`config.mk`:
```
export PLATFORM = sky130hd
export DESIGN_NAME = cbcr_axis
export DESIGN_NICKNAME = d
export VERILOG_FILES = /design/src/hdl/cbcr_pkg.sv /design/src/hdl/cbcr_axis.sv
export SDC_FILE = /design/constraint.sdc
export NUM_CORES = 1
export LEC_CHECK = 0
export BUFFER_PORTS_ARGS = -buffer_cell sky130_fd_sc_hd__buf_2
export CELL_PAD_IN_SITES_DETAIL_PLACEMENT = 0
export CELL_PAD_IN_SITES_GLOBAL_PLACEMENT = 1
export CORE_ASPECT_RATIO = 0.7
export CORE_MARGIN = 10
export CORE_UTILIZATION = 40
export CTS_BUF_LIST = sky130_fd_sc_hd__clkbuf_4 sky130_fd_sc_hd__clkbuf_8
export CTS_CLUSTER_SIZE = 16
export DETAILED_ROUTE_END_ITERATION = 6
export PLACE_DENSITY_LB_ADDON = 0.1
export SYNTH_ARGS = -nofsm -noshare
export SYNTH_HDL_FRONTEND = slang
export SYNTH_SLANG_ARGS = --single-unit
```
`constraint.sdc`:
```
create_clock -name clock -period 3.9 [get_ports clock]
set_input_delay 0.78 -clock clock [delete_from_list [all_inputs] [get_ports clock]]
set_output_delay 0.78 -clock clock [all_outputs]
set_load 0.01 [all_outputs]
```
`src/hdl/cbcr_pkg.sv`:
```
// Shared widths, axis record type and output saturation for the circle/box collision core.
package cbcr_pkg;

   // Coordinate width of the position, offset and box port fields
   localparam int CW   = 24;
   // Radius field width (unsigned)
   localparam int RW   = CW - 1;
   // Half extent at double scale (hi - lo)
   localparam int HW   = CW + 1;
   // Box centre at double scale (lo + hi + 2*pos)
   localparam int CCW  = CW + 3;
   // Circle centre at double scale (2*(pos + offset))
   localparam int QW   = CW + 2;
   // Centre vector q - c
   localparam int DW   = CW + 4;
   // Clamp error (clamped - d)
   localparam int EW   = CW + 5;
   // Squared error, distance sum, penetration products, squared radius
   localparam int SQW  = 2 * EW;
   localparam int DSW  = SQW + 1;
   localparam int PW   = DW + HW;
   localparam int RADW = 2 * CW;
   // Corrected centre before halving
   localparam int FW   = CW + 4;

   // Per-axis record leaving the front end
   typedef struct packed {
      logic signed [CCW-1:0] c;
      logic signed [HW-1:0]  h;
      logic signed [QW-1:0]  q;
      logic                  d_pos;
      logic                  d_neg;
      logic [DW-1:0]         d_mag;
      logic [HW-1:0]         h_mag;
      logic [EW-1:0]         e_mag;
   } axis_type;

   // Clip a wide signed value to the coordinate range
   function automatic logic signed [CW-1:0] sat_coord(input logic signed [FW-1:0] v);
      logic                 all_zero;
      logic                 all_one;
      logic signed [CW-1:0] r;
      all_zero = ~|v[FW-1:CW-1];
      all_one  = &v[FW-1:CW-1];
      if (all_zero || all_one) begin
         r = v[CW-1:0];
      end else if (v[FW-1]) begin
         r = {1'b1, {(CW-1){1'b0}}};
      end else begin
         r = {1'b0, {(CW-1){1'b1}}};
      end
      return r;
   endfunction

endpackage

```
`src/hdl/cbcr_axis.sv`:
```
// Three-stage per-axis front end: box centre, half extent, centre vector and clamp error.
module cbcr_axis (
   input  logic                             clock,
   input  logic signed [cbcr_pkg::CW-1:0]   pos,
   input  logic signed [cbcr_pkg::CW-1:0]   off,
   input  logic signed [cbcr_pkg::CW-1:0]   box_pos,
   input  logic signed [cbcr_pkg::CW-1:0]   box_lo,
   input  logic signed [cbcr_pkg::CW-1:0]   box_hi,
   output cbcr_pkg::axis_type               axis_out
);

   // stage 1: centre, extent and circle centre, all at double scale
   logic signed [cbcr_pkg::HW-1:0]  h1_in,  h1_ff;
   logic signed [cbcr_pkg::CCW-1:0] c1_in,  c1_ff;
   logic signed [cbcr_pkg::QW-1:0]  q1_in,  q1_ff;

   always_comb begin
      h1_in = cbcr_pkg::HW'(box_hi) - cbcr_pkg::HW'(box_lo);
      c1_in = cbcr_pkg::CCW'(box_lo) + cbcr_pkg::CCW'(box_hi)
            + (cbcr_pkg::CCW'(box_pos) <<< 1);
      q1_in = (cbcr_pkg::QW'(pos) + cbcr_pkg::QW'(off)) <<< 1;
   end

   always_ff @(posedge clock) begin
      h1_ff <= h1_in;
      c1_ff <= c1_in;
      q1_ff <= q1_in;
   end

   // stage 2: vector from box centre to circle centre
   logic signed [cbcr_pkg::DW-1:0]  d2_in, d2_ff;
   logic signed [cbcr_pkg::HW-1:0]  h2_ff;
   logic signed [cbcr_pkg::CCW-1:0] c2_ff;
   logic signed [cbcr_pkg::QW-1:0]  q2_ff;

   assign d2_in = cbcr_pkg::DW'(q1_ff) - cbcr_pkg::DW'(c1_ff);

   always_ff @(posedge clock) begin
      d2_ff <= d2_in;
      h2_ff <= h1_ff;
      c2_ff <= c1_ff;
      q2_ff <= q1_ff;
   end

   // stage 3: clamp error magnitude, sign and magnitudes of d and h
   logic signed [cbcr_pkg::EW-1:0] hw;
   logic signed [cbcr_pkg::EW-1:0] dw;
   logic signed [cbcr_pkg::EW-1:0] e_lo;
   logic signed [cbcr_pkg::EW-1:0] e_hi;
   logic                           below;
   logic                           above;
   cbcr_pkg::axis_type             a3_in, a3_ff;

   always_comb begin
      hw    = cbcr_pkg::EW'(h2_ff);
      dw    = cbcr_pkg::EW'(d2_ff);
      below = dw < -hw;
      above = dw > hw;
      e_lo  = -hw - dw;
      e_hi  = dw - hw;
      a3_in.c     = c2_ff;
      a3_in.h     = h2_ff;
      a3_in.q     = q2_ff;
      a3_in.d_pos = (d2_ff > 0);
      a3_in.d_neg = d2_ff[cbcr_pkg::DW-1];
      a3_in.d_mag = d2_ff[cbcr_pkg::DW-1] ? cbcr_pkg::DW'(-d2_ff) : cbcr_pkg::DW'(d2_ff);
      a3_in.h_mag = h2_ff[cbcr_pkg::HW-1] ? cbcr_pkg::HW'(-h2_ff) : cbcr_pkg::HW'(h2_ff);
      // lower bound wins when an inverted box makes both true
      if (below) begin
         a3_in.e_mag = cbcr_pkg::EW'(e_lo);
      end else if (above) begin
         a3_in.e_mag = cbcr_pkg::EW'(e_hi);
      end else begin
         a3_in.e_mag = '0;
      end
   end

   always_ff @(posedge clock) begin
      a3_ff <= a3_in;
   end

   assign axis_out = a3_ff;

endmodule

```
==> results.ini <==
[clocking]
cts_buffers=49
cts_sinks=332
ctsRootBufferMaster=clkbuf_8
tritoncts=yes
ctsHoldBuffers=0
clockBufferDepth=3
path_clk_slew_ps=70
clk_latency_ps=590
htree_levels=2

[outcome]
violations=negative setup slack
run_status=complete, but fails checks

[grt]
track_usage_pct=20.0
grt_pass1_wl_mm=77.5
grt_pass1_vias=13700
grt_overflow=0
grt_max_degree=30
antenna_found_initial=1

[yosys]
yosysTopAreaCellShare_pct=40.8
synthTopCellsByArea=dfxtp_1, ha_1, xnor2_1
synth_ff_type=dfxtp_1
yosys.area.top_type=dfxtp_1
netlist_instances=1679
syn_area_um2=16300
seq_area_frac_synth_pct=40.8
synth-seq-cells=332
postSynthAreaPerCell_um2=9.70
yosysWarningCount=0
synthDistinctLibCells=80
synth-edff-count=0
async_flop_share_pct=0

[routing]
detail_route.vias_per_cell=4.90
vias=13200
ant_nets=0
first_pass_iters=5
routed_wl_mm=50.2
wl_per_cell_um=18.6
drtIter0Drc=720
drcViolationCount=0

[power_and_ir_drop]
share_comb_of_total_power_pct=53.1
p_int_w=0.0110
vdd_ir_drop_max_mv=0.363
pwr-share-seq_pct=29.2
sw_frac_of_total_pct=40.4
p_per_area_nw_per_um2=900
p_leak_nw=9.77
clkPwrFrac_pct=17.7
switching_power_w=0.00749

[placement]
dp_cells=2594
portBuffers=280
pre_cts_slack_ps=-381
hpwl_mm=41.8
place_area_um2=19200
routabilityCongestion=0.888

[timing]
fin_ws_ps=-331
rsz0062_at_grt=true
max_freq_mhz=236
min_period_over_period_pct=108
fin_skew_ps=24.1
fin_tns_setup_ps=-8370
maxSlewViolCount=0
setup_viol=28
relSlewSlack_pct=54.1
hold_viol=0
period_minus_slack_ps=4230
worst_pin_slew_ps=679

[worst_setup_path]
cpLargestDelayFamily=simple AND/OR/NAND/NOR gates
worstPathArrival_ps=4700
crit_fanout=4
cp-start-kind=register
critPathKind=reg2reg
path_buf_inv=1
cp-end-kind=register
crit_slowest_cell=or4_4
worstPathRequired_ps=4370
crit_path_max_incr_delay_ps=470
worstPathCellList=or3_4 -> or4_4 -> nor2_4 -> nand3_4 -> nor3_4 -> nand2_2 -> or4_4 -> xnor2_2 -> ha_1 -> buf_4 -> a21oi_1 -> o21ai_2 -> nor3_2 -> nand3_1 -> nand3_1 -> a21oi_1 -> or3_1 -> a31o_2

[finish]
stdcell_count=2694
syn_to_final_growth_pct=26.4
post_route_cells_drive_above_1_share_pct=25.7
postLayoutCellArea_um2=20600
layout.nets=2424
fillers=3837

[floorplanning]
die_h_um=189
core_region_area_um2=40000
rows=61
die_width_um=261
io_pins=283
die-area_um2=49300
start_util_pct=40.7

[flow_run]
cap_viol_max_count=0

[min_path]
min_path_type=reg2reg

## placed cells by master, fill, tap and decap left out, types with 25 or more instances in the layout
cell type  netlist  routed
a21o_1          57      57
a21oi_1        123     122
a22o_1          25      25
buf_2            4     280
buf_4            8     123
clkbuf_8         0      63
dfxtp_1        332     330
fa_1            30      30
ha_1           155     155
inv_1          149     149
nand2_1         79      78
nand3_1         29      29
nor2_1          90      87
nor3_1          35      33
o21a_1          40      40
o21ai_0         71      69
xnor2_1        153     152
xor2_1          40      40
## metal layers
metal	share of wire, %	wire length [µm]	global-route usage (%)	up-vias
met1	51	25800	29.3	6073
met4	2.0	1000	4.88	0
li1	-	-	-	6758
met2	41	20500	29.4	320
met5	0	0	0	-
met3	5.7	2870	3.75	63
## worst paths after layout
kind,startpoint,slack (ps),to,cells after the start
min reg2reg,c2_ff[12]$_DFF_P_,320,axis_out[147]$_DFF_P_,0
max,h2_ff[7]$_DFF_P_,-330,axis_out[27]$_DFF_P_,18
min,c2_ff[12]$_DFF_P_,320,axis_out[147]$_DFF_P_,0
max reg2reg,h2_ff[7]$_DFF_P_,-330,axis_out[27]$_DFF_P_,18
## registers in the layout, indices dropped and copies added (netlist names)
signal	cells
c1_ff	25
c2_ff	26
h2_ff	24
h1_ff	25
d2_ff	26
q2_ff	25
axis_out	156
q1_ff	25
## synth_stat cells, drive strengths merged, types with 25 or more instances
master and n:
nor3 37, a21o 57, inv 149, dfxtp 332, a21oi 124, xnor2 153, nor2 92, a22o 25
o21a 40, nand2 81, o21ai 76, nand3 31, fa 30, ha 155, xor2 40
## cell type report
cell class                 count  area (µm²)  area share (%)
sequential                   332        6650            32.3
antenna                        2        5.00          0.0243
multi-input combinational   1176        9070            44.1
inverter                     149         559            2.72
tap                          535         669            3.25
clock buffer                  72         935            4.54
timing repair buffer         410        2440            11.8
clock inverter                18         262            1.27
## timing repair
item,4_1_cts,5_1_grt
cloned,0,2
pin swaps,1,7
setup endpoints to repair,28,28
setup buffers,3,3
gates resized for setup,12,11
## logic make-up after synthesis
family | count (synthesis) | synth area share, %
AND/OR/NAND/NOR | 351 | 10.9
adder cells (fa/ha/maj) | 185 | 15.6
buffers and inverters | 174 | 4.22
flip-flops | 332 | 40.8
AO/OA/AOI/OAI | 442 | 18.1
other | 2 | 0.0461
XOR/XNOR | 193 | 10.4
## power groups by stage
stage	clock [W]	sequential (W)	combinational, W
detailed placement	0	0.00548	0.00950
global placement	0	0.00546	0.00959
global route	0.00353	0.00555	0.0108
floorplan	0	0.00554	0.00583
finish	0.00328	0.00541	0.00985
CTS	0.00338	0.00542	0.00965
## metrics by stage
stage          utilization [%]  hold slack (ps)  power (W)
2_1_floorplan                -              310     0.0114
3_3_place_gp              48.0              310     0.0151
3_5_place_dp              48.0              312     0.0150
4_1_cts                   51.2              318     0.0185
5_1_grt                   51.5              317     0.0199
6_report                  51.5              318     0.0185
Power figures use the tool's default switching activity.
